[src/rtl/core/shifting_array_table_unit_macros.svh]
// ---------------------------------------------------------------------------
// Assertion macros for the shifting array table unit
// Concurrent assertion shorthands used by the top-level RTL file.
// ---------------------------------------------------------------------------
`ifndef SHIFTING_ARRAY_TABLE_UNIT_MACROS_SVH
`define SHIFTING_ARRAY_TABLE_UNIT_MACROS_SVH

// same-cycle implication
`define SAT_ASSERT_IMPLIES(lbl, clk, rstn, ante, cons, msg) \
    lbl: assert property (@(posedge clk) disable iff (!(rstn)) (ante) |-> (cons)) \
        else $error(msg);

// next-cycle implication
`define SAT_ASSERT_NEXT(lbl, clk, rstn, ante, cons, msg) \
    lbl: assert property (@(posedge clk) disable iff (!(rstn)) (ante) |=> (cons)) \
        else $error(msg);

`endif

[src/rtl/core/sat_pkg.sv]
// ---------------------------------------------------------------------------
// Shifting array table package
// Shared widths, codes and types for the list cells and the top level.
// ---------------------------------------------------------------------------
package sat_pkg;

    localparam int DEPTH_DEFAULT      = 256;
    localparam int WORD_WIDTH_DEFAULT = 32;

    localparam int ACTION_W   = 4;
    localparam int POS_W      = 9;
    localparam int WORD_IN_W  = 32;
    localparam int WORD_OUT_W = 32;
    localparam int STATUS_W   = 2;
    localparam int USED_W     = 9;

    localparam int S_TDATA_W = 48;
    localparam int M_TDATA_W = 48;

    typedef enum logic [ACTION_W-1:0] {
        ACT_GET          = 4'd0,
        ACT_SET          = 4'd1,
        ACT_APPEND       = 4'd2,
        ACT_INSERT       = 4'd3,
        ACT_DELETE_AT    = 4'd4,
        ACT_DELETE_VALUE = 4'd5,
        ACT_CONTAINS     = 4'd6,
        ACT_POP          = 4'd7,
        ACT_CLEAR        = 4'd8
    } action_t;

    typedef enum logic [STATUS_W-1:0] {
        STATUS_OK    = 2'd0,
        STATUS_RANGE = 2'd1,
        STATUS_FULL  = 2'd2,
        STATUS_EMPTY = 2'd3
    } status_t;

    typedef enum logic {
        STATE_IDLE = 1'b0,
        STATE_RUN  = 1'b1
    } state_t;

    // flags traveling with the request token along the chain
    typedef struct packed {
        logic valid;
        logic removing;
        logic found;
    } token_t;

    // request command broadcast to all cells
    typedef struct packed {
        action_t act;
        logic    en;
    } cmd_t;

endpackage

[src/rtl/core/sat_cell.sv]
// ---------------------------------------------------------------------------
// Shifting array table cell
// Holds one list entry and acts on the request token as it passes by.
// ---------------------------------------------------------------------------
module sat_cell #(
    parameter int WORD_WIDTH = sat_pkg::WORD_WIDTH_DEFAULT,
    parameter int CMP_W      = sat_pkg::POS_W,
    parameter int IDX        = 0
) (
    input  logic                  aclk,
    input  logic                  aresetn,
    input  sat_pkg::cmd_t         cmd_i,
    input  logic [CMP_W-1:0]      pos_i,
    input  logic [CMP_W-1:0]      count_i,
    input  logic [WORD_WIDTH-1:0] word_i,
    input  sat_pkg::token_t       tok_i,
    input  logic [WORD_WIDTH-1:0] carry_i,
    input  logic [WORD_WIDTH-1:0] wout_i,
    input  logic [WORD_WIDTH-1:0] nbr_i,
    output sat_pkg::token_t       tok_o,
    output logic [WORD_WIDTH-1:0] carry_o,
    output logic [WORD_WIDTH-1:0] wout_o,
    output logic [WORD_WIDTH-1:0] entry_o
);

    localparam logic [CMP_W-1:0] MY_IDX      = CMP_W'(IDX);
    localparam logic [CMP_W-1:0] MY_IDX_NEXT = CMP_W'(IDX + 1);

    logic [WORD_WIDTH-1:0] entry_reg, entry_next;
    logic [WORD_WIDTH-1:0] carry_reg, carry_next;
    logic [WORD_WIDTH-1:0] wout_reg, wout_next;
    sat_pkg::token_t       tok_reg, tok_next;

    logic hit_pos;
    logic in_list;
    logic below_last;
    logic at_end;
    logic is_last;
    logic in_shift;
    logic match;
    logic start;
    logic removing;

    assign hit_pos    = (MY_IDX == pos_i);
    assign in_list    = (MY_IDX < count_i);
    assign below_last = (MY_IDX_NEXT < count_i);
    assign at_end     = (MY_IDX == count_i);
    assign is_last    = (MY_IDX_NEXT == count_i);
    assign in_shift   = (MY_IDX >= pos_i) && (MY_IDX <= count_i);
    assign match      = (entry_reg == word_i);

    always_comb begin
        tok_next   = tok_i;
        carry_next = carry_i;
        wout_next  = wout_i;
        entry_next = entry_reg;
        start      = 1'b0;
        removing   = tok_i.removing;
        if (tok_i.valid && cmd_i.en) begin
            case (cmd_i.act) inside
                sat_pkg::ACT_GET: begin
                    if (hit_pos) wout_next = entry_reg;
                end
                sat_pkg::ACT_SET: begin
                    if (hit_pos) begin
                        wout_next  = entry_reg;
                        entry_next = word_i;
                    end
                end
                sat_pkg::ACT_APPEND: begin
                    if (at_end) entry_next = word_i;
                end
                sat_pkg::ACT_INSERT: begin
                    // entry moves up one place, carried word drops in
                    if (in_shift) begin
                        entry_next = carry_i;
                        carry_next = entry_reg;
                    end
                end
                sat_pkg::ACT_DELETE_AT, sat_pkg::ACT_DELETE_VALUE: begin
                    if (cmd_i.act == sat_pkg::ACT_DELETE_AT) begin
                        start = hit_pos;
                    end else begin
                        start = !tok_i.removing && in_list && match;
                    end
                    removing = tok_i.removing || start;
                    if (start) begin
                        wout_next      = entry_reg;
                        tok_next.found = (cmd_i.act == sat_pkg::ACT_DELETE_VALUE);
                    end
                    tok_next.removing = removing;
                    // right neighbor is not yet touched by the token
                    if (removing && below_last) entry_next = nbr_i;
                end
                sat_pkg::ACT_CONTAINS: begin
                    if (in_list && match) tok_next.found = 1'b1;
                end
                sat_pkg::ACT_POP: begin
                    if (is_last) wout_next = entry_reg;
                end
                default: begin
                end
            endcase
        end
    end

    always_ff @(posedge aclk) begin
        if (!aresetn) begin
            tok_reg <= '0;
        end else begin
            tok_reg <= tok_next;
        end
    end

    always_ff @(posedge aclk) begin
        entry_reg <= entry_next;
        carry_reg <= carry_next;
        wout_reg  <= wout_next;
    end

    assign tok_o   = tok_reg;
    assign carry_o = carry_reg;
    assign wout_o  = wout_reg;
    assign entry_o = entry_reg;

endmodule

[config.mk]
export PLATFORM = sky130hd
export DESIGN_NAME = sat_cell
export DESIGN_NICKNAME = d
export VERILOG_FILES = /design/src/rtl/core/shifting_array_table_unit_macros.svh /design/src/rtl/core/sat_pkg.sv /design/src/rtl/core/sat_cell.sv
export SDC_FILE = /design/constraint.sdc
export NUM_CORES = 1
export LEC_CHECK = 0
export BUFFER_PORTS_ARGS = -buffer_cell sky130_fd_sc_hd__buf_4
export CAP_MARGIN = 10
export CELL_PAD_IN_SITES_DETAIL_PLACEMENT = 1
export CELL_PAD_IN_SITES_GLOBAL_PLACEMENT = 2
export CORE_MARGIN = 8
export CORE_UTILIZATION = 27
export CTS_BUF_LIST = sky130_fd_sc_hd__clkbuf_8
export DETAILED_ROUTE_END_ITERATION = 6
export GPL_TIMING_DRIVEN = 0
export PLACE_DENSITY = 0.86
export SLEW_MARGIN = 20
export SYNTH_ARGS = -nofsm -noshare
export SYNTH_HDL_FRONTEND = slang
export SYNTH_SLANG_ARGS = --single-unit
[constraint.sdc]
create_clock -name aclk -period 6.2 [get_ports aclk]
set_input_delay 0.31 -clock aclk [delete_from_list [all_inputs] [get_ports aclk]]
set_output_delay 0.31 -clock aclk [all_outputs]
set_load 0.1 [all_outputs]
==> results of run 1 <==
-- synth_stat cells, drive strengths merged, types with 2 or more instances --
master and count:
mux2 33, o21ai 2, nor4 14, buf 15, nand3 5, dfxtp 67
mux2i 32, o22a 64, nand2 4, nand2b 3, nor2 41, edfxtp 32
clkbuf 13, and3 3, a21oi 35, xor2 32, nand4 3, nor3 2
-- through the flow --
step	hold WS, ns	cells	area [um2]	util	worst slack (ns)
floorplan	0.4317	416	4688	-	0.6366
global placement	0.5357	895	6877	0.4018	-1.943
detailed placement	0.5401	901	6918	0.4042	2.559
CTS	0.1171	917	7109	0.4154	2.524
global route	0.1221	917	7109	0.4154	2.434
finish	0.1414	917	7109	0.4154	2.587
-- worst max path at each step --
stage | startpoint | to | slack [ns] | cells after the start
final | entry_o[27] | entry_o[10] | 2.59 | 9
after global routing | entry_o[27] | entry_o[10] | 2.43 | 9
after CTS | entry_o[27] | entry_o[10] | 2.52 | 9
after detailed placement | entry_o[27] | entry_o[12] | 2.56 | 9
after global placement | entry_o[27] | entry_o[12] | -1.94 | 6
after floorplan | entry_o[7] | entry_o[0] | 0.64 | 6
-- logic make-up (layout without fill, tap and decap cells) --
group | after synthesis | in the layout | share of synthesized area
flops | 99 | 99 | 0.4911
xor+xnor | 32 | 32 | 0.05978
buf+inv | 29 | 305 | 0.03202
simple gates | 80 | 80 | 0.08514
mux | 65 | 65 | 0.1476
compound gates | 111 | 111 | 0.1844
-- state kept, by name, summed over array words and instances (netlist names) --
name / count
carry_o: 32
wout_o: 32
entry_o: 32
tok_o: 3
-- routing by layer --
layer | vias up | track usage | part of all wire
li1 | 2103 | - | -
met1 | 2252 | 0.1954 | 0.39
met2 | 171 | 0.3273 | 0.51
met3 | 26 | 0.06328 | 0.079
met4 | 0 | 0.06578 | 0.021
met5 | - | 0 | 0
-- where the power goes --
group,switching [mW],total [mW],leakage [nW],internal [mW]
sequential,0.0122,0.712,0.860,0.700
clock,0.245,0.432,0.105,0.187
combinational,0.322,0.483,2.16,0.161
total,0.580,1.63,3.13,1.05
-- final cells by class --
class,count,area (um2),share of cell area
well taps,225,281.5,0.03960
clock inverters,7,67.56,0.009504
clock buffers,9,123.9,0.01742
repair buffers,260,1942,0.2731
multi-input cells,288,2242,0.3154
flip-flops and latches,99,2302,0.3238
inverters,1,3.754,0.0005280
plain buffers,28,146.4,0.02059
-- critical path: stages (launching register included) --
cell and delay (ns):
edfxtp_1 0.48, xor2_1 0.20, nor4_1 0.47, nand4_1 0.41, nor3_2 0.45, a211oi_1 0.16
nor4_2 0.44, buf_4 0.26, buf_2 0.22, buf_2 0.23
==> out/summary.txt, run 1 <==
Wire per inst - 22.52 um
Clock Sinks - 99
Num rows - 48
Syn nets - 572
Max_cap viols - 0
Result of the run - finished clean
Area of the core - 0.01712 mm2
Die X - 147.8 um
Leakage - 3.130 nW
Clock transition at path regs - 0.11 ns
Final setup TNS - 0 ns
Primary FF master, synth - dfxtp_1
Avg Cell Area, Syn - 11.27 um2
Clock Path Buffers - 2
Max transition margin - 0.4713
Fin nets - 843
Crit. End Element - register
CTS Buf Count - 9
IO Port Bufs - 254
Fill cell count - 1,987
Library cells used by synthesis - 39
DRT iter0 DRCs - 143
Crit-path max FO - 7
Cts repair resizes - 0
Final wirelength - 20.65 mm
# DRC - 0
FMAX - 0.2768 GHz
Gr usage total - 0.1828
Period utilization - 0.5827
Largest net degree at the start of global routing - 17
Gpl congestion - 0.7940
Synth Cell Area - 0.004688 mm2
Routed vias - 4,552
Mapped Cells - 416
Finish-stage setup viols - 0
Area Overhead vs Synth - 51.64%
Most common cell after layout, fill and taps aside - buf_4
Leading area contributor after synthesis - dfxtp_1
Clock skew - 0.01502 ns
Post-synth EDFFs - 32
R2R Setup Slk - 2.59 ns
Hold_buf cts - 0
Ranking of synthesized cells by area - dfxtp_1, edfxtp_1, o22a_1
Unrepaired setup endpoints after global routing - false
Yosys warnings - 0
CTS H-tree lvls - 3
Post-CTS setup buffers - 0
CTS tree - built
Hold_sp - wout_i[26]
DP HPWL - 16.55 mm
Post-synthesis register bit count - 99
Die area - 0.02184 mm2
WHS Path Cells - 2
Tightest Pin Transition - 0.7930 ns
Endpoint of the worst hold path - wout_o[26]
Crit path launch type - register
Layout cells sized above 1 - 0.4610
Critical path class - reg2reg
Ys async rst share - 0
Ant. Diodes - 0
Reg-to-reg critical path startpoint - entry_o[27]
VDD IR-drop max - 0.1094 mV
Hold Vio Cnt, Final - 0
Worst path arrival time - 3.70 ns
Antenna Nets Post-Route - 0
Sequential fraction of the synthesis area - 0.4911
Drt pass-1 iters - 4
Reg2reg path depth - 9
Vias in the first global route - 5,230
CTS Root Cell - clkbuf_8
Slew Viols, Final - 0
Pwr per Cell Area - 228.9 mW/mm2
DIE HEIGHT - 147.8 um
Grt total ovfl - 0
Skew-Pair Late Insertion Delay - 0.38 ns
Initial antenna violation count - 0
R2r endpoint - entry_o[10]
Min-delay worst type - in2reg
First-pass GRT wire length - 30.50 mm
Synth top area share - 0.2861
Data required time at the worst endpoint - 6.28 ns
DR vias/cell - 4.964
Most frequent cells in the layout - buf_4, dfxtp_1, o22a_1
Total power - 1.627 mW
Initial Utilization - 0.2739
# IOs - 255
Tmin final - 3.613 ns
Power figures use the tool's default switching activity.
==> inputs of run 2 (changes only) <==
clock period = 3.5 ns   (was 6.2 ns; I/O delays follow)
==> out/summary.txt, run 2 (synthesis gave the netlist of run 1 again) <==
Result of the run - finished clean
Tmin final - 3.253 ns
Area Overhead vs Synth - 58.55%
Most frequent cells in the layout - buf_4, dfxtp_1, o22a_1
Finish-stage setup viols - 0
Layout cells sized above 1 - 0.4397
Tightest Pin Transition - 0.8078 ns
Unrepaired setup endpoints after global routing - false
Gr usage total - 0.1876
Max_cap viols - 0
Hold Vio Cnt, Final - 0
DP HPWL - 16.31 mm
Clock skew - 0.01340 ns
Fin util - 0.4343
Initial antenna violation count - 0
Crit-path max FO - 9
Data required time at the worst endpoint - 3.59 ns
CP max stage delay - 0.47 ns
Clock transition at path regs - 0.10 ns
Placed Instances - 898
DIE HEIGHT - 147.8 um
Critical path class - reg2reg
Most common cell after layout, fill and taps aside - buf_4
Worst path arrival time - 3.35 ns
Die area - 0.02184 mm2
Slew Viols, Final - 0
CTS Buf Count - 9
Crit path launch type - register
Crit-path cells - xor2_1 -> nor4_2 -> nand4_1 -> nor3_2 -> a211oi_1 -> nor4_4 -> buf_6 -> buf_6
First-pass GRT wire length - 31.17 mm
IO Port Bufs - 254
WHS Path Cells - 2
DRT iter0 DRCs - 204
VDD IR-drop max - 0.2343 mV
Largest net degree at the start of global routing - 18
Period utilization - 0.9296
# IOs - 255
Final std cells w/o fill - 946
Skew-Pair Late Insertion Delay - 0.38 ns
Ant. Diodes - 0
Reg2reg path depth - 8
Leakage - 3.246 nW
Clock Path Buffers - 2
Post-CTS setup buffers - 0
Max transition margin - 0.4614
Crit. End Element - register
DR vias/cell - 4.805
Grt total ovfl - 0
CTS tree - built
Die X - 147.8 um
Antenna Nets Post-Route - 0
Num rows - 48
Final wirelength - 20.98 mm
Wire per inst - 22.18 um
Initial Utilization - 0.2739
Fin nets - 872
Routed vias - 4,546
Clock Sinks - 99
Vias in the first global route - 5,247
Drt pass-1 iters - 4
CTS Root Cell - clkbuf_8
# DRC - 0
CTS H-tree lvls - 3
Gpl congestion - 0.7609
Top cell by count, worst path - buf_6
Pwr per Cell Area - 388.2 mW/mm2
Slowest cell on crit path - nor4_4
Min-delay worst type - in2reg
Area of the core - 0.01712 mm2
FMAX - 0.3074 GHz
-- run 2: cell type report --
| cell class | count | area [um2] |
|---|---|---|
| fill | 1937 | 9683 |
| sequential | 99 | 2302 |
| multi-input combinational | 288 | 2257 |
| timing repair buffer | 289 | 2257 |
| tap | 225 | 281.5 |
| clock buffer | 11 | 151.4 |
| buffer | 28 | 146.4 |
| clock inverter | 5 | 33.78 |
| inverter | 1 | 3.754 |
-- run 2: final timing paths --
check              start          end  slack (ns)
min          carry_i[12]  carry_o[12]        0.03
max           entry_o[6]  entry_o[18]        0.25
min reg2reg   entry_o[4]    wout_o[4]        0.57
max reg2reg   entry_o[6]  entry_o[18]        0.25
-- run 2: critical path: cells and delay by family, from the launching register on --
family                    cells  cell delay [ns]
DFF                           1             0.46
buffers and inverters         2             0.41
and+or+nand+nor               4             1.72
xor gates and xnor gates      1             0.19
AOI/OAI and AO/OA             1             0.19
-- run 2: repair_timing --
item                                   4_1_cts  5_1_grt
hold buffers                                30        2
setup endpoints to repair                    9        0
gates resized for setup                      1        0
endpoints found under the hold margin       30        2
-- run 2: per-layer routing --
layer / GRT usage / vias up / routed length, um / share of wire
met4: 0.05558 / 0 / 323 / 0.015
met1: 0.2093 / 2208 / 8352 / 0.40
met3: 0.05595 / 23 / 1381 / 0.066
met5: 0 / - / 0 / 0
li1: - / 2164 / - / -
met2: 0.3369 / 151 / 10920 / 0.52
-- run 2: per-stage QoR --
step                      TNS (ns)  instance area [um2]  total power [mW]  setup slack (ns)  hold WS (ns)
after global routing             0                 7433             3.008           0.09044      0.004010
after detailed placement         0                 6922             2.150          0.009936        0.4059
after floorplan                  0                 4703             1.837          0.003736        0.2967
final                            0                 7433             2.886            0.2465       0.02833
after CTS                        0                 7413             2.921            0.1767     0.0004742
after global placement      -31.01                 6892             2.132           -0.9714        0.4002
-- run 2: where the power goes --
group	internal, mW	switching [mW]	total (mW)	leakage [nW]
clock network	0.302	0.432	0.734	0.102
logic	0.309	0.580	0.889	2.28
registers	1.24	0.0220	1.26	0.860
total	1.85	1.03	2.89	3.25
